`config.mk`:
```
export PLATFORM = sky130hd
export DESIGN_NAME = mcsc_cfg
export DESIGN_NICKNAME = d
export VERILOG_FILES = /design/src/mcsc_pkg.sv /design/src/mcsc_cfg.sv
export SDC_FILE = /design/constraint.sdc
export NUM_CORES = 1
export LEC_CHECK = 0
export BUFFER_PORTS_ARGS = -buffer_cell sky130_fd_sc_hd__buf_2
export CORE_MARGIN = 10
export CORE_UTILIZATION = 25
export CTS_CLUSTER_SIZE = 40
export DETAILED_ROUTE_END_ITERATION = 10
export SYNTH_ARGS = -nofsm -noshare
export SYNTH_HDL_FRONTEND = slang
export SYNTH_SLANG_ARGS = --single-unit
export TNS_END_PERCENT = 10
```
`constraint.sdc`:
```
create_clock -name clk -period 1.4 [get_ports clk]
set_clock_uncertainty 0.15 [all_clocks]
set_input_delay 0.14 -clock clk [delete_from_list [all_inputs] [get_ports clk]]
set_output_delay 0.14 -clock clk [all_outputs]
set_load 0.1 [all_outputs]
```
`src/mcsc_pkg.sv`:
```
package mcsc_pkg;

  localparam int WHEELS      = 4;
  localparam int WHEEL_W     = 2;
  localparam int STEP_W      = 5;
  localparam int LAST_STEP   = 17;
  localparam int DRIVE_MAX   = 16384;
  localparam int RPM_FACTOR  = 38217;
  localparam int HEADING_MAX = 8191;

  localparam logic [2:0] REG_KP      = 3'd0;
  localparam logic [2:0] REG_KD      = 3'd1;
  localparam logic [2:0] REG_RAMP    = 3'd2;
  localparam logic [2:0] REG_HEADING = 3'd3;
  localparam logic [2:0] REG_WLIMIT  = 3'd4;
  localparam logic [2:0] REG_SMOOTH  = 3'd5;
  localparam logic [2:0] REG_ARM     = 3'd6;

  typedef struct packed {
    logic [7:0]  kp_gain;
    logic [7:0]  kd_gain;
    logic [14:0] ramp_limit;
    logic [12:0] heading_offset;
    logic [14:0] wheel_speed_limit;
    logic [11:0] smooth_step;
    logic [12:0] yaw_arm;
  } cfg_t;

  typedef enum logic [3:0] {
    OP_NONE, OP_W, OP_CVX, OP_SVY, OP_CVY, OP_SVX, OP_RPM, OP_KP, OP_KD
  } op_t;

  typedef struct packed {
    op_t               op;
    logic [WHEEL_W-1:0] wheel;
  } step_op_t;

  typedef struct packed {
    logic     accept;
    step_op_t mop;
    logic     load_out;
  } cmd_t;

  typedef struct packed {
    logic out_full;
  } status_t;

  typedef enum logic [2:0] {
    ST_IDLE, ST_TABLE, ST_RUN, ST_DRAIN, ST_FINISH
  } state_t;

  // rotation first, one gap for the last rotation write-back, then rpm and wheel loops
  function automatic step_op_t step_op(logic [STEP_W-1:0] step);
    step_op_t r;
    logic [STEP_W-1:0] rel;
    r.wheel = '0;
    rel = step - STEP_W'(10);
    unique case (step)
      5'd0:    r.op = OP_W;
      5'd1:    r.op = OP_CVX;
      5'd2:    r.op = OP_SVY;
      5'd3:    r.op = OP_CVY;
      5'd4:    r.op = OP_SVX;
      5'd6, 5'd7, 5'd8, 5'd9: begin
        r.op    = OP_RPM;
        r.wheel = WHEEL_W'(step - STEP_W'(6));
      end
      5'd10, 5'd11, 5'd12, 5'd13, 5'd14, 5'd15, 5'd16, 5'd17: begin
        r.op    = rel[0] ? OP_KD : OP_KP;
        r.wheel = rel[WHEEL_W:1];
      end
      default: r.op = OP_NONE;
    endcase
    return r;
  endfunction

  function automatic logic signed [15:0] sine_entry(int k, int bits);
    longint q, z, z2, r;
    int qb;
    qb = bits - 2;
    q  = (k >> qb) & 3;
    z  = longint'(k & ((1 << qb) - 1)) << (15 - qb);
    if (q == 1 || q == 3) z = 32768 - z;
    z2 = (z * z) >> 15;
    r  = (2320 * z2) >> 15;
    r  = 21024 - r;
    r  = (r * z2) >> 15;
    r  = 51472 - r;
    r  = (r * z) >> 15;
    r  = (r + 1) >> 1;
    if (r < 0) r = 0;
    if (r > 16384) r = 16384;
    if (q >= 2) r = -r;
    return r[15:0];
  endfunction

  function automatic logic signed [15:0] smooth_axis(logic signed [15:0] s,
                                                     logic signed [15:0] t,
                                                     logic [11:0] step);
    logic signed [17:0] v, mag, te;
    te  = 18'(t);
    mag = t[15] ? -te : te;
    if (t > 0) v = 18'(s) + $signed({6'd0, step});
    else if (t < 0) v = 18'(s) - $signed({6'd0, step});
    else v = '0;
    if (v > mag) v = mag;
    if (v < -mag) v = -mag;
    if (v > 18'sd32767) v = 18'sd32767;
    return v[15:0];
  endfunction

endpackage

```
`src/mcsc_cfg.sv`:
```
module mcsc_cfg import mcsc_pkg::*; (
  input  logic        clk,
  input  logic        rst,
  input  logic        psel,
  input  logic        penable,
  input  logic        pwrite,
  input  logic [4:0]  paddr,
  input  logic [31:0] pwdata,
  output logic [31:0] prdata,
  output logic        pready,
  output cfg_t        cfg
);

  logic wr;
  assign pready = 1'b1;
  assign wr     = psel & penable & pwrite;

  always_ff @(posedge clk) begin
    if (rst) begin
      cfg.kp_gain           <= 8'd3;
      cfg.kd_gain           <= 8'd14;
      cfg.ramp_limit        <= 15'd461;
      cfg.heading_offset    <= 13'd5750;
      cfg.wheel_speed_limit <= 15'd14336;
      cfg.smooth_step       <= 12'd41;
      cfg.yaw_arm           <= 13'd1413;
    end else if (wr) begin
      unique case (paddr[4:2])
        REG_KP:      cfg.kp_gain           <= pwdata[7:0];
        REG_KD:      cfg.kd_gain           <= pwdata[7:0];
        REG_RAMP:    cfg.ramp_limit        <= pwdata[14:0];
        REG_HEADING: cfg.heading_offset    <= pwdata[12:0];
        REG_WLIMIT:  cfg.wheel_speed_limit <= pwdata[14:0];
        REG_SMOOTH:  cfg.smooth_step       <= pwdata[11:0];
        REG_ARM:     cfg.yaw_arm           <= pwdata[12:0];
        default: ;
      endcase
    end
  end

  always_comb begin
    unique case (paddr[4:2])
      REG_KP:      prdata = {24'd0, cfg.kp_gain};
      REG_KD:      prdata = {24'd0, cfg.kd_gain};
      REG_RAMP:    prdata = {17'd0, cfg.ramp_limit};
      REG_HEADING: prdata = {19'd0, cfg.heading_offset};
      REG_WLIMIT:  prdata = {17'd0, cfg.wheel_speed_limit};
      REG_SMOOTH:  prdata = {20'd0, cfg.smooth_step};
      REG_ARM:     prdata = {19'd0, cfg.yaw_arm};
      default:     prdata = '0;
    endcase
  end

endmodule

```
# Word-level counts from Yosys, hierarchy flattened
# Index checks and enable logic that the tools add are counted.
[op_classes]
order_cmp = 0
n_mul = 0
reduce_logical = 8
bitwise = 2
n_shift = 0
div_mod_pow = 0
eq_ne = 6
n_addsub = 0
muxes = 1
[ops]
columns = ["cell", "n"]
rows = [
  ["$pmux W15 S7", 1],
  ["$reduce_and A2 Y1", 7],
  ["$eq A3 B3 Y1 const B", 3],
  ["$eq A3 B2 Y1 const B", 2],
  ["$eq A3 B1 Y1 const B", 1],
  ["$logic_not A3 Y1", 1],
  ["$and A1 B1 Y1", 2],
]
[totals]
romBits = 0
regBits = 84
latchBits = 0
input_bits = 42
ramBits = 0
memories = 0
word_cells = 24

# Logic depth before layout (Yosys ltp)
[logic_depth]
depth_word = 3
depth_mapped = 6
ltp_nobuf = 3

# Worst setup path after synthesis
# OpenSTA, ideal clock, no wires.
[synth_timing]
kind = "register to output"
start = "register cfg[44] (netlist bit)"
end = "output prdata[4]"
path_slack_ps = -2490
t_arrival_ps = 3600
stages_incl_launch_ff = 4
required_time_ps = 1110
path_cell_list = "dfxtp_1 -> mux2_2 -> a221oi_1 -> a221oi_1"
[synth_between]
elab_chain_len = 1
[synth_rtl]
columns = ["item", "line_no", "source"]
rows = [
  ["start: declaration", "mcsc_cfg.sv:11", "output cfg_t cfg"],
  ["$pmux W15 S7", "mcsc_cfg.sv:42", "unique case (paddr[4:2])"],
  ["end: declaration", "mcsc_cfg.sv:9", "output logic [31:0] prdata,"],
]
# No other way between the ends.

# Worst setup path in the final report
[layout_timing]
start = "register cfg[19] (netlist bit)"
end = "output prdata[6]"
# The elaborated chain is that of the path after synthesis.

==> results.ini <==
[worst_hold_path]
hold_path_class=in -> reg

[routing]
vias=4079
routed_wl_um=16510
viasPerCell=4.689
routedWlPerCell_um=18.98
drt_iter0_drc=236
remaining_drc_errors=0
ant_nets=0
firstDrtPassIters=5

[cts]
clockRootBuffer=clkbuf_16
path_clk_slew_ps=70
cts_made_buffers=9
cts_max_level=3
cts_tree=built
clkSinkCount=84
clock_latency_ps=340
cts_buffer_depth=2

[floorplanning]
placementRows=46
die_x_um=148.3
die-area_sq_um=22000
fp.coreArea_sq_um=16000
io_pins=159
die_h_um=148.3
initial_utilization=0.2574

[yosys]
ys_seq_area_frac=0.4084
yosysWarnings=0
synth_edf_count=0
synthArstFlopShare=0
synth_cell_types=35
synth_area_per_cell_sq_um=9.510
synth_top_area_share=0.4084
syn_inst=433
synth.area.top_cells=dfxtp_1 (41%), mux2i_1 (19%), nand2b_1 (8.7%)
ys_ff_latch=84
synth_top_cell_by_area=dfxtp_1
netlist_area_sq_um=4118
ys.flop_type=dfxtp_1

[place]
gp_congestion=0.8932
hpwl_um=12940
dp_cells=839
place_area_sq_um=7258
io_buffers=121
dp_slack_ps=-368.9

[sta]
fin_crit_sh=1.352
rsz0062_at_grt=yes
hold_viol=0
setup_viol=15
worst_slack_ps=-492.2
report.final.slew_viol_count=0
period_needed_ps=1892
fmax_ghz=0.5285
fin_hold_ws_ps=120.1
relSlewSlack=0.6539
worst_pin_slew_ps=518.1

[power]
vdd_drop_max_v=0.0005368
finalPower_mw=5.942
p_per_area_nw_per_um2=761.7
p_leak_nw=3.363

[job]
drv_cap=0

[finish]
fin_nets=691
max_flop_register=cfg
final_area_sq_um=7801
syn_to_final_growth_pct=89.46
final_common_cell=buf_12
final-instance-count-excl-fill=870
diodes=0
fillCellCount=1447
drive_gt1_frac=0.4908
largest_register_ffs=84
reg_top3=cfg x84
mostFrequentLayoutCells=buf_12 (102), buf_4 (98), mux2i_1 (75)

[critical_path]
critPathSlowestCell=mux4_2
cp_data_arrival_time_ps=1600
required_ps=1110
end_kind=primary output
crit_chain=mux4_2 > mux2_4 > buf_12
worstSetupPathType=reg -> out
critPathTopFamily=multiplexers
worstSetupStartpointType=register
max_stage_delay_ps=470
cp_max_fo=2
timing.critical_path.buf_inv=1

[global_routing]
grt_max_degree=50
grt-ovfl-total=0
antenna_found_initial=0
grt_pass1_wl_um=25510
grt_pass1_vias=4289
track_usage=0.1493

[outcome]
violations=setup timing
status=finished, violations left

worst reg2reg max path: cells and delay by family (launching register included):
kind / cells / cell delay [ps]
buffers and inverters: 1 / 140
AOI/OAI and AO/OA: 2 / 290
DFF: 1 / 340
logic make-up after synthesis:
group / Yosys count / synth area share
flops: 84 / 0.4084
simple gates: 141 / 0.1829
compound gates: 65 / 0.1082
buf+inv: 52 / 0.07657
mux: 89 / 0.2221
other cells: 2 / 0.001824
synthesized netlist by cell type (3+ instances only):
library cell,instances
nand2_2,3
dfxtp_1,84
nor2_1,48
o211ai_1,5
o21ai_0,14
buf_6,3
a22oi_1,11
mux2i_1,79
mux2_2,9
buf_2,9
a32oi_1,10
a221oi_1,4
clkbuf_1,15
nor2b_1,5
nand2_1,6
a21oi_1,14
o221ai_1,4
nand2b_1,57
buf_4,23
nand3_1,14
worst paths after layout:
check                           cells past startpoint            startpoint  slack (ps)                   end
worst max-delay path                                3  cfg[19]$_SDFFE_PP0P_        -490             prdata[6]
worst min-delay path                                3                   rst         120  cfg[47]$_SDFFE_PP0P_
worst max register to register                      3  cfg[22]$_SDFFE_PP0P_         400  cfg[22]$_SDFFE_PP0P_
worst min register to register                      2  cfg[58]$_SDFFE_PP0P_         340  cfg[58]$_SDFFE_PP0P_
area by class of cell:
| class | count | area, sq um | area share |
|---|---|---|---|
| repair buffers | 239 | 3083 | 0.3952 |
| flip-flops and latches | 84 | 1802 | 0.2310 |
| clock inverters | 3 | 15.01 | 0.001925 |
| inverters | 2 | 10.01 | 0.001283 |
| well taps | 216 | 270.3 | 0.03464 |
| clock buffers | 13 | 240.2 | 0.03079 |
| multi-input cells | 313 | 2381 | 0.3052 |
timing repair:
item	in CTS	in global routing
hold buffers	15	0
pin swaps	8	1
buffers inserted	0	0
setup endpoints to repair	25	15
gates resized for setup	32	8
hold endpoints to repair	48	0
cloned	0	0
stage by stage:
step / utilization / setup TNS [ps]
2_1_floorplan: - / -13440
3_3_place_gp: 0.4536 / -8764
3_5_place_dp: 0.4536 / -12910
4_1_cts: 0.4852 / -4408
5_1_grt: 0.4876 / -4973
6_report: 0.4876 / -4158
per-layer routing:
metal  vias to the layer above  global-route usage  wire length (um)
met3                        20             0.05067              1388
met1                      1965              0.1779              6785
met5                         -                   0                 0
met4                         0             0.05005               285
li1                       1924                   -                 -
met2                       170              0.2457              8053
report_power, final:
part | switching [mW] | total, mW | internal (mW)
Clock | 0.934 | 2.13 | 1.19
Sequential | 0.0173 | 2.38 | 2.36
Combinational | 0.937 | 1.43 | 0.495
No activity file was read; power rests on OpenSTA's default activity.
