$ cat config.mk
export PLATFORM = sky130hd
export DESIGN_NAME = mcsc_ctrl
export DESIGN_NICKNAME = d
export VERILOG_FILES = /design/src/mcsc_pkg.sv /design/src/mcsc_ctrl.sv
export SDC_FILE = /design/constraint.sdc
export NUM_CORES = 1
export LEC_CHECK = 0
export BUFFER_PORTS_ARGS = -buffer_cell sky130_fd_sc_hd__buf_2
export CORE_UTILIZATION = 46
export CTS_BUF_LIST = sky130_fd_sc_hd__clkbuf_4
export DETAILED_ROUTE_END_ITERATION = 8
export PLACE_DENSITY = 0.67
export SLEW_MARGIN = 10
export SYNTH_ARGS = -nofsm -noshare
export SYNTH_HDL_FRONTEND = slang
export SYNTH_SLANG_ARGS = --single-unit
$ cat constraint.sdc
create_clock -name clk -period 4 [get_ports clk]
set_input_delay 1 -clock clk [delete_from_list [all_inputs] [get_ports clk]]
set_output_delay 1 -clock clk [all_outputs]
set_load 0.05 [all_outputs]
$ cat src/mcsc_pkg.sv
package mcsc_pkg;

  localparam int WHEELS      = 4;
  localparam int WHEEL_W     = 2;
  localparam int STEP_W      = 5;
  localparam int LAST_STEP   = 17;
  localparam int DRIVE_MAX   = 16384;
  localparam int RPM_FACTOR  = 38217;
  localparam int HEADING_MAX = 8191;

  localparam logic [2:0] REG_KP      = 3'd0;
  localparam logic [2:0] REG_KD      = 3'd1;
  localparam logic [2:0] REG_RAMP    = 3'd2;
  localparam logic [2:0] REG_HEADING = 3'd3;
  localparam logic [2:0] REG_WLIMIT  = 3'd4;
  localparam logic [2:0] REG_SMOOTH  = 3'd5;
  localparam logic [2:0] REG_ARM     = 3'd6;

  typedef struct packed {
    logic [7:0]  kp_gain;
    logic [7:0]  kd_gain;
    logic [14:0] ramp_limit;
    logic [12:0] heading_offset;
    logic [14:0] wheel_speed_limit;
    logic [11:0] smooth_step;
    logic [12:0] yaw_arm;
  } cfg_t;

  typedef enum logic [3:0] {
    OP_NONE, OP_W, OP_CVX, OP_SVY, OP_CVY, OP_SVX, OP_RPM, OP_KP, OP_KD
  } op_t;

  typedef struct packed {
    op_t               op;
    logic [WHEEL_W-1:0] wheel;
  } step_op_t;

  typedef struct packed {
    logic     accept;
    step_op_t mop;
    logic     load_out;
  } cmd_t;

  typedef struct packed {
    logic out_full;
  } status_t;

  typedef enum logic [2:0] {
    ST_IDLE, ST_TABLE, ST_RUN, ST_DRAIN, ST_FINISH
  } state_t;

  // rotation first, one gap for the last rotation write-back, then rpm and wheel loops
  function automatic step_op_t step_op(logic [STEP_W-1:0] step);
    step_op_t r;
    logic [STEP_W-1:0] rel;
    r.wheel = '0;
    rel = step - STEP_W'(10);
    unique case (step)
      5'd0:    r.op = OP_W;
      5'd1:    r.op = OP_CVX;
      5'd2:    r.op = OP_SVY;
      5'd3:    r.op = OP_CVY;
      5'd4:    r.op = OP_SVX;
      5'd6, 5'd7, 5'd8, 5'd9: begin
        r.op    = OP_RPM;
        r.wheel = WHEEL_W'(step - STEP_W'(6));
      end
      5'd10, 5'd11, 5'd12, 5'd13, 5'd14, 5'd15, 5'd16, 5'd17: begin
        r.op    = rel[0] ? OP_KD : OP_KP;
        r.wheel = rel[WHEEL_W:1];
      end
      default: r.op = OP_NONE;
    endcase
    return r;
  endfunction

  function automatic logic signed [15:0] sine_entry(int k, int bits);
    longint q, z, z2, r;
    int qb;
    qb = bits - 2;
    q  = (k >> qb) & 3;
    z  = longint'(k & ((1 << qb) - 1)) << (15 - qb);
    if (q == 1 || q == 3) z = 32768 - z;
    z2 = (z * z) >> 15;
    r  = (2320 * z2) >> 15;
    r  = 21024 - r;
    r  = (r * z2) >> 15;
    r  = 51472 - r;
    r  = (r * z) >> 15;
    r  = (r + 1) >> 1;
    if (r < 0) r = 0;
    if (r > 16384) r = 16384;
    if (q >= 2) r = -r;
    return r[15:0];
  endfunction

  function automatic logic signed [15:0] smooth_axis(logic signed [15:0] s,
                                                     logic signed [15:0] t,
                                                     logic [11:0] step);
    logic signed [17:0] v, mag, te;
    te  = 18'(t);
    mag = t[15] ? -te : te;
    if (t > 0) v = 18'(s) + $signed({6'd0, step});
    else if (t < 0) v = 18'(s) - $signed({6'd0, step});
    else v = '0;
    if (v > mag) v = mag;
    if (v < -mag) v = -mag;
    if (v > 18'sd32767) v = 18'sd32767;
    return v[15:0];
  endfunction

endpackage

$ cat src/mcsc_ctrl.sv
module mcsc_ctrl import mcsc_pkg::*; (
  input  logic    clk,
  input  logic    rst,
  input  logic    s_tvalid,
  output logic    s_tready,
  input  logic    m_tready,
  input  status_t status,
  output cmd_t    cmd
);

  state_t state, state_next;
  logic [STEP_W-1:0] step, step_next;

  always_ff @(posedge clk) begin
    if (rst) begin
      state <= ST_IDLE;
      step  <= '0;
    end else begin
      state <= state_next;
      step  <= step_next;
    end
  end

  always_comb begin
    state_next   = state;
    step_next    = step;
    s_tready     = 1'b0;
    cmd.accept   = 1'b0;
    cmd.mop.op   = OP_NONE;
    cmd.mop.wheel = '0;
    cmd.load_out = 1'b0;
    unique case (state)
      ST_IDLE: begin
        s_tready   = 1'b1;
        cmd.accept = s_tvalid;
        if (s_tvalid) state_next = ST_TABLE;
      end
      ST_TABLE: begin
        step_next  = '0;
        state_next = ST_RUN;
      end
      ST_RUN: begin
        cmd.mop = step_op(step);
        if (step == STEP_W'(LAST_STEP)) state_next = ST_DRAIN;
        else step_next = step + 1'b1;
      end
      ST_DRAIN: state_next = ST_FINISH;
      ST_FINISH: begin
        // hold the result until the output register frees up
        if (!status.out_full || m_tready) begin
          cmd.load_out = 1'b1;
          state_next   = ST_IDLE;
        end
      end
      default: state_next = ST_IDLE;
    endcase
  end

endmodule

# After elaboration in Yosys (flattened, before gate mapping)
# Index checks and enable logic that the tools add are counted.
# Widths: inputs -> output; s select.
[word_totals]
reg_bits = 8
latchBits = 0
ramBits = 0
rom_bits = 0
input_bits = 5
output_inout_bits = 9
wordCells = 52
memories = 0
[classes]
n_addsub = 3
n_mul = 0
n_div = 0
n_lt_le_gt_ge = 0
eq_ne = 24
n_shift = 0
muxes = 14
n_bitwise = 0
n_reduce_logical = 9
[ops]
columns = ["op", "n"]
rows = [
  ["$eq 5x4->1 const B", 8],
  ["$pmux 4 s7", 1],
  ["$eq 5x3->1 const B", 3],
  ["$pmux 3 s5", 1],
  ["$eq 5x2->1 const B", 2],
  ["$eq 5x5->1 const B", 2],
  ["$pmux 5 s2", 1],
  ["$mux 3", 3],
  ["$ne 2x2->1 const B", 4],
  ["$reduce_or 8->1", 1],
  ["$eq 3x2->1 const B", 2],
  ["$mux 6", 1],
  ["$add 5x1->5 const B", 1],
  ["$eq 5x1->1 const B", 1],
  ["$logic_not 5->1", 1],
  ["$mux 5", 1],
  ["$mux 1", 4],
  ["$mux 4", 1],
  ["$pmux 2 s2", 1],
  ["$reduce_or 4->1", 1],
  ["$eq 3x1->1 const B", 1],
  ["$eq 3x3->1 const B", 1],
  ["$logic_not 3->1", 1],
  ["$reduce_and 3->1", 1],
  ["other kinds (6)", 6],
]

# Longest topological paths before layout
# Gate-level depths: netlist of the first run.
[depth]
ltp_word = 4
mapped_depth = 7
depth_no_buf = 6

# Worst setup path after synthesis of the first run
# OpenSTA, ideal clock, no wires.
[synth_timing]
path_type = "register -> output"
from = "register step[0]"
to = "output port cmd[6] (netlist name)"
t_arrival_ns = 2.327
t_required_ns = 3.000
slack_ns = 0.673
stages_incl_launch_ff = 8
path_buffers = 1
cell_sequence = "dfxtp_1 clkbuf_1 inv_1 ha_1 nor2_1 o21ai_0 a21oi_1 nor3_1"
[synth_rtl]
columns = ["item", "line", "text"]
rows = [
  ["from (decl)", "mcsc_ctrl.sv:12", "logic [STEP_W-1:0] step, step_next;"],
  ["from (signal assigned)", "mcsc_ctrl.sv:20", "step <= step_next;"],
  ["to (decl)", "mcsc_ctrl.sv:8", "output cmd_t cmd"],
]

==> results of run 1 <==
## metal layers
layer  share of wire  wire length, µm  vias up
met1            0.47              754      342
met3           0.042               67        2
met2            0.48              772       26
met5               0                0        -
met4          0.0056                9        0
li1                -                -      385
## flip-flops by register name, indices dropped and copies added, names as in the netlist
register / cells
step: 5
state: 3
## layout make-up
cell class              count  area [µm²]  share of cell area
multi-input cells          80         528               0.654
flip-flops and latches      8         160               0.198
repair buffers             13        65.1              0.0806
well taps                  16        20.0              0.0248
clock buffers               3        22.5              0.0279
inverters                   3        11.3              0.0140
## logic make-up after synthesis
| group | Yosys count |
|---|---|
| buffers and inverters | 11 |
| adder cells (fa/ha/maj) | 5 |
| multiplexers | 3 |
| XOR/XNOR | 2 |
| AND/OR/NAND/NOR | 45 |
| AO/OA/AOI/OAI | 25 |
| flip-flops | 8 |
## power groups by stage
stage	clock [mW]	sequential (mW)	combinational (mW)
2_1_floorplan	0	0.0866	0.0559
3_3_place_gp	0	0.0940	0.0591
3_5_place_dp	0	0.0947	0.0593
4_1_cts	0.0620	0.0930	0.0596
5_1_grt	0.0670	0.0944	0.0656
6_report	0.0592	0.0930	0.0595
## critical path, cell delays in order (launching register included)
cell and delay, ns:
dfxtp_1 0.54, inv_1 0.17, ha_1 0.29, nor2_1 0.27
o21ai_0 0.19, a31oi_1 0.26, o22ai_1 0.10, buf_2 0.22
## layout by cell type, fill, tap and decap left out, types with 2 or more instances in the layout
cell and count:
a21oi_1 6, a31oi_1 3, buf_2 13, clkbuf_4 3
dfxtp_1 8, ha_1 5, inv_1 3, mux2i_1 3
nand2_1 4, nand3_1 2, nand3b_1 2, nor2_1 12
nor2b_1 2, nor3_1 7, nor3b_1 4, nor4_1 2
o211ai_1 2, o21ai_0 5, o22ai_1 3, or3b_1 2
or4_1 2
## worst min-delay path by stage
stage | start | endpoint | slack (ns)
global route | step[1] | step[1] | 0.68
CTS | step[1] | step[1] | 0.62
floorplan | step[1] | step[1] | 0.55
global placement | step[1] | step[1] | 0.61
finish | step[1] | step[1] | 0.63
detailed placement | step[1] | step[1] | 0.60
## through the flow
step / total power, mW / setup slack (ns) / utilization / area, µm²
after global placement: 0.153 / 1.05 / 0.521 / 785
after global routing: 0.227 / 0.505 / 0.536 / 807
after CTS: 0.215 / 0.717 / 0.536 / 807
after floorplan: 0.142 / 0.673 / - / 737
final: 0.212 / 0.716 / 0.536 / 807
after detailed placement: 0.154 / 0.998 / 0.521 / 785
==> impl_metrics.yaml, run 1 <==
run_status:
  status: "finished, final reports clean"
routing:
  drc: 0
  final_antenna_net_count: 0
  wl_per_cell_um: 13.0
  wirelength_um: 1600
  drt_iter0_markers: 11
  vias_per_cell: 6.14
  drt-pass1-iter-count: 4
  vias: 755
cts:
  htree_num_levels: 1
  cts_root_buffer: "clkbuf_4"
  clock_latency_ns: 0.25
  post_cts_resized: 0
  cts_buffer_depth: 2
  cts_made_buffers: 3
  cts_setup_buffers: 0
  clkSlewWorstSetupHoldPaths_ns: 0.05
  cts_hold_buf: 0
  clkSinkCount: 8
  cts_tree: "built"
power_and_ir_drop:
  p_switching_uw: 73.5
  seqPwrFrac: 0.439
  p_sw_frac: 0.347
  combPwrFrac: 0.281
  power_leakage_nw: 0.320
  pwr-share-clk: 0.280
  ir_drop_v: 0.000154
  internal-power_uw: 138
  power_density_mw_per_mm2: 262
grt:
  grt_pass1_vias: 664
  antenna_found_initial: 0
  met3_usage: 0.0172
  grtUsageMet1: 0.257
  grt_pass1_wl_um: 2780
  grt_busiest_layer: "met2"
  globalRouteTotalUtil: 0.200
  grt.overflow.total: 0
  grt_max_degree: 15
  gr-usage-met2: 0.313
critical_path:
  r2r_start: "step[1]"
  critPathMaxFanout: 12
  r2r_setup_slack_ns: 2.23
  cp.required_ns: 3.00
  worst-setup-path-type: "flip-flop to output port"
  startpoint: "step[0]"
  r2r_end: "step[0]"
  endpoint_kind: "output port"
  startpoint_type: "flip-flop"
  cp.arrival_ns: 2.28
  worstRegToRegCells: 5
  cp-endpoint: "cmd[1]"
floorplan:
  die_x_um: 42.0
  start_util: 0.489
  dieArea_mm2: 0.00177
  die_h_um: 42.0
  coreArea_mm2: 0.00151
  ios: 14
  num_rows: 14
timing:
  maxSlewViolCount: 0
  timing.fmax_mhz: 304
  period_minus_slack_ns: 3.28
  skew_ns: 0.00251
  rsz0062_at_grt: "no"
  setup_viol: 0
  max_slew_margin: 0.672
  fin_setup_tns_ns: 0
  worstMarginPinSlew_ns: 0.491
  holdWs_ns: 0.629
  period_share: 0.821
  final_hold_viol_count: 0
synthesis:
  ys_warn_count: 0
  synth_edf_count: 0
  async_flop_share: 0
  yosysUniqueCellTypes: 35
  synth_compound_area_frac: 0.219
  synth_common_cells: "12 x nor2_1, 8 x dfxtp_1, 7 x nor3_1"
  yosysSeqAreaShare: 0.217
  synthCells: 99
  synthMuxAreaShare: 0.0407
  synth_simple_gate_area_share: 0.348
  synth_top_area_frac: 0.217
  yosysMostFrequentCell: "nor2_1"
  synth_seq_cells: 8
  synth_top_family_by_area: "simple AND/OR/NAND/NOR gates"
  syn_area_per_cell_um2: 7.44
  synth_fa_ha_area_frac: 0.0849
  synth_xor_area_frac: 0.0238
  syn_area_um2: 737
  synth.area.top_cells: "dfxtp_1 22%, ha_1 8.5%, nor2_1 6.1%"
  synth_ff_type: "dfxtp_1"
  synth_top_cell_by_area: "dfxtp_1"
  synth_fp_nets: 109
layout:
  area_growth_pct: 9.51
  nets: 119
  finalNonFillerCells: 123
  nFillCells: 152
  antennaDiodeCount: 0
  drive_gt1_frac: 0.178
placed_design:
  place_hpwl_um: 1170
  dp.cells: 120
  port_buffers: 13
  gp_congestion: 0.944
worst_hold_path:
  min_path_cells: 2
  hold_class: "flip-flop to flip-flop"
job:
  cap_violations: 0
Note: power is estimated with default switching activity, not from simulation.
==> run 2: changes to the inputs <==
==> constraint.sdc (replaced) <==
create_clock -name clk -period 3.1 [get_ports clk]
set_input_delay 0.775 -clock clk [delete_from_list [all_inputs] [get_ports clk]]
set_output_delay 0.775 -clock clk [all_outputs]
set_load 0.05 [all_outputs]
==> impl_metrics.yaml, run 2 (synthesis gave the netlist of run 1 again) <==
routing:
  drt-pass1-iter-count: 4
  final_antenna_net_count: 0
  vias_per_cell: 5.93
  vias: 747
  wl_per_cell_um: 12.8
  drc: 0
  drt_iter0_markers: 25
  wirelength_um: 1610
cts:
  cts_root_buffer: "clkbuf_4"
  cts_tree: "built"
  cts_setup_buffers: 0
  clkSlewWorstSetupHoldPaths_ns: 0.05
  post_cts_resized: 0
  cts_buffer_depth: 2
  cts_made_buffers: 3
  cts_hold_buf: 0
  clkSinkCount: 8
  clock_latency_ns: 0.25
  htree_num_levels: 1
grt:
  antenna_found_initial: 0
  grt_pass1_vias: 666
  globalRouteTotalUtil: 0.202
  grt_pass1_wl_um: 2850
  grt.overflow.total: 0
  grt_max_degree: 14
layout:
  largest_reg_flops: 5
  top_register: "step"
  nFillCells: 153
  fin_util: 0.554
  area_growth_pct: 13.2
  nets: 122
  drive_gt1_frac: 0.209
  layout_common_cells: "13 x buf_2, 12 x nor2_1, 8 x dfxtp_1, 6 x nor3_1, 6 x a21oi_1"
  antennaDiodeCount: 0
  final_common_cell: "buf_2"
  reg_top3: "step (5), state (3)"
floorplan:
  dieArea_mm2: 0.00177
  die_x_um: 42.0
  die_h_um: 42.0
  num_rows: 14
  start_util: 0.489
  ios: 14
  coreArea_mm2: 0.00151
timing:
  holdWs_ns: 0.603
  timing.fmax_mhz: 352
  worstMarginPinSlew_ns: 0.486
  max_slew_margin: 0.675
  setup_viol: 0
  period_share: 0.917
  maxSlewViolCount: 0
  period_minus_slack_ns: 2.84
  final_hold_viol_count: 0
  fin_setup_tns_ns: 0
  rsz0062_at_grt: "no"
  skew_ns: 0.000470
power_and_ir_drop:
  p_switching_uw: 98.7
  power_leakage_nw: 0.336
  p_sw_frac: 0.352
  internal-power_uw: 182
  combPwrFrac: 0.317
  ir_drop_v: 0.000215
  power_density_mw_per_mm2: 336
  pwr-share-clk: 0.283
  seqPwrFrac: 0.400
critical_path:
  cp_top_family: "simple AND/OR/NAND/NOR gates"
  cp.required_ns: 2.32
  slowest_delay_ns: 0.53
  endpoint_kind: "output port"
  worst-setup-path-type: "flip-flop to output port"
  crit_buf_inv: 1
  cp_slowest_cell: "or3b_1"
  path_cells: "or3b_1 > or4_4 > o211ai_2 > buf_2"
  cp.arrival_ns: 2.07
  startpoint_type: "flip-flop"
  critPathMaxFanout: 12
run_status:
  status: "finished, final reports clean"
placed_design:
  gp_congestion: 0.878
  port_buffers: 13
  place_hpwl_um: 1180
job:
  cap_violations: 0
worst_hold_path:
  hold_class: "flip-flop to flip-flop"
[run 2: cell count changes in the layout (fill, tap and decap cells not counted), sizes merged]
cell  previous run  this run
buf             13        16
[run 2: worst paths after layout]
path | startpoint | endpoint | slack [ns] | cells after the start
setup / recovery | state[0] | cmd[3] | 0.26 | 4
hold / removal | state[2] | state[1] | 0.60 | 2
setup reg to reg | step[1] | step[0] | 1.39 | 5
hold reg to reg | state[2] | state[1] | 0.60 | 2
[run 2: power groups by stage]
stage,Sequential [mW],Clock (mW),Combinational (mW)
CTS,0.112,0.0812,0.0889
global route,0.113,0.0895,0.0967
floorplan,0.112,0,0.0726
detailed placement,0.115,0,0.0885
global placement,0.115,0,0.0876
finish,0.112,0.0793,0.0890
[run 2: through the flow]
stage	setup WS [ns]	power (mW)	std cells	cell area [µm²]
after global routing	0.0356	0.299	126	835
after floorplan	0.117	0.184	99	742
after global placement	0.533	0.202	123	812
final	0.257	0.281	126	835
after detailed placement	0.528	0.203	123	812
after CTS	0.256	0.282	126	835
[run 2: layout make-up]
class	count	area, µm²	share of cell area
multi-input combinational	80	533	0.639
inverter	3	11.3	0.0135
tap	16	20.0	0.0240
clock buffer	3	22.5	0.0270
sequential	8	160	0.192
timing repair buffer	16	87.6	0.105
[run 2: metal layers]
metal  track usage  vias to the layer above  wire length [µm]
met1         0.283                      339               785
met2         0.313                       18               769
met5             0                        -                 0
met4        0.0688                        0                 9
li1              -                      388                 -
met3        0.0388                        2                48
[run 2: worst min-delay path, stage by stage (launching register included)]
cell,delay [ns]
dfxtp_1,0.32
buf_4,0.17
nor3_1,0.07
==> run 3: changes to the inputs <==
--- a/config.mk
+++ b/config.mk
@@ -9,7 +9,7 @@
 export CORE_UTILIZATION = 46
 export CTS_BUF_LIST = sky130_fd_sc_hd__clkbuf_4
 export DETAILED_ROUTE_END_ITERATION = 8
-export PLACE_DENSITY = 0.67
+export PLACE_DENSITY = 0.71
 export SLEW_MARGIN = 10
 export SYNTH_ARGS = -nofsm -noshare
 export SYNTH_HDL_FRONTEND = slang
==> impl_metrics.yaml, run 3 (synthesis gave the netlist of run 1 again) <==
routing:
  met2_length_um: 829
  m1WireLength_um: 765
  drt_iter0_markers: 16
  met3_length_um: 74
  vias_per_cell: 6.08
  wirelength_um: 1680
  drt-pass1-iter-count: 4
  final_antenna_net_count: 0
  vias: 766
  wl_per_cell_um: 13.4
  top_layer: "met4"
  drc: 0
timing:
  final_hold_viol_count: 0
  max_slew_margin: 0.633
  worst_slack_ns: 0.179
  fin_setup_tns_ns: 0
  holdWs_ns: 0.605
  skew_ns: 0.00158
  maxSlewViolCount: 0
  setup_viol: 0
  worstMarginPinSlew_ns: 0.549
  timing.fmax_mhz: 342
  rsz0062_at_grt: "no"
  period_minus_slack_ns: 2.92
  period_share: 0.942
cts:
  clkSlewWorstSetupHoldPaths_ns: 0.05
  clock_latency_ns: 0.25
  cts_made_buffers: 3
  cts_hold_buf: 0
  cts_setup_buffers: 0
  clkSinkCount: 8
  cts_root_buffer: "clkbuf_4"
  htree_num_levels: 1
  cts_buffer_depth: 2
  cts_tree: "built"
critical_path:
  slowest_delay_ns: 0.36
  startpoint_type: "flip-flop"
  worstRegToRegCells: 5
  cp.required_ns: 2.32
  endpoint_kind: "output port"
  r2r_end: "step[0]"
  cp.arrival_ns: 2.15
  critPathMaxFanout: 7
  path_cells: "inv_1 > ha_1 > nor2_2 > o21ai_0 > a31oi_1 > o22ai_1 > buf_2"
  cp_slowest_cell: "dfxtp_1"
  r2r_setup_slack_ns: 1.32
  r2r_start: "step[1]"
  worst-setup-path-type: "flip-flop to output port"
layout:
  reg_top3: "step (5), state (3)"
  antennaDiodeCount: 0
  multi_input_area_um2: 536
  fin_area_um2: 837
  nets: 122
  final_common_cell: "buf_2"
  nFillCells: 146
  area_growth_pct: 13.6
  top_register: "step"
  fin_util: 0.556
  largest_reg_flops: 5
  drive_gt1_frac: 0.218
  layout_common_cells: "13 x buf_2, 11 x nor2_1, 8 x dfxtp_1, 6 x nor3_1, 6 x a21oi_1"
  final-seq-area_um2: 160
floorplan:
  die_h_um: 42.0
  start_util: 0.489
  num_rows: 14
  ios: 14
  die_x_um: 42.0
  dieArea_mm2: 0.00177
  coreArea_mm2: 0.00151
worst_hold_path:
  hp-start: "state[2]"
  min_path_cells: 2
  hold_class: "flip-flop to flip-flop"
  min_to: "state[0]"
power_and_ir_drop:
  ir_drop_v: 0.000202
  power_density_mw_per_mm2: 335
  power_leakage_nw: 0.336
run_status:
  status: "finished, final reports clean"
grt:
  antenna_found_initial: 0
  globalRouteTotalUtil: 0.219
  grt_pass1_vias: 669
  grt.overflow.total: 0
  grt_pass1_wl_um: 3050
  grt_max_degree: 14
placed_design:
  gp_congestion: 0.910
  place_hpwl_um: 1230
  dpl_cell_area_um2: 812
  port_buffers: 13
  place_ws_ns: 0.500
job:
  cap_violations: 0
run 3: cell count changes in the layout (fill, tap and decap cells not counted):
cell | previous run | this run
nor2_1 | 12 | 11
nor2_2 | 0 | 1
run 3: metal layers:
metal | GRT usage | vias to the layer above
met5 | 0 | -
met4 | 0.0938 | 0
met3 | 0.0129 | 2
met2 | 0.366 | 25
met1 | 0.295 | 345
li1 | - | 394
run 3: metrics by stage:
step / cells / power (mW)
detailed placement: 123 / 0.203
floorplan: 99 / 0.184
CTS: 126 / 0.283
global route: 126 / 0.297
global placement: 123 / 0.202
finish: 126 / 0.281
run 3: critical path, delay by kind of cell, from the launching register on:
kind            cells  cell delay (ns)
compound gates      3             0.71
buf+inv             2             0.45
flops               1             0.36
fa+ha+maj           1             0.28
simple gates        1             0.10
run 3: worst max path at each step:
stage,end,startpoint,slack [ns],cells past startpoint
after global routing,cmd[2],step[0],0.07,7
after detailed placement,cmd[1],step[0],0.50,7
after CTS,cmd[1],step[0],0.20,7
final,cmd[1],step[0],0.18,7
after global placement,cmd[3],state[0],0.55,4
after floorplan,cmd[7],state[2],0.12,3
run 3: report_power, final:
part	total (mW)	switching (mW)	internal, mW	leakage [nW]
logic	0.0891	0.0581	0.0310	0.257
registers	0.113	0.00631	0.107	0.0649
clock network	0.0782	0.0340	0.0442	0.0138
total	0.281	0.0984	0.182	0.336
run 3: area by class of cell:
type | instances | area share
Timing Repair Buffer | 16 | 0.105
Clock buffer | 3 | 0.0269
Sequential cell | 8 | 0.191
Multi-Input combinational cell | 80 | 0.640
Tap cell | 16 | 0.0239
Inverter | 3 | 0.0135
run 3: repair_timing:
| item | CTS | global route |
|---|---|---|
| resized for setup | 0 | 1 |
| setup endpoints to repair | 0 | 2 |
| hold endpoints to repair | 0 | 0 |
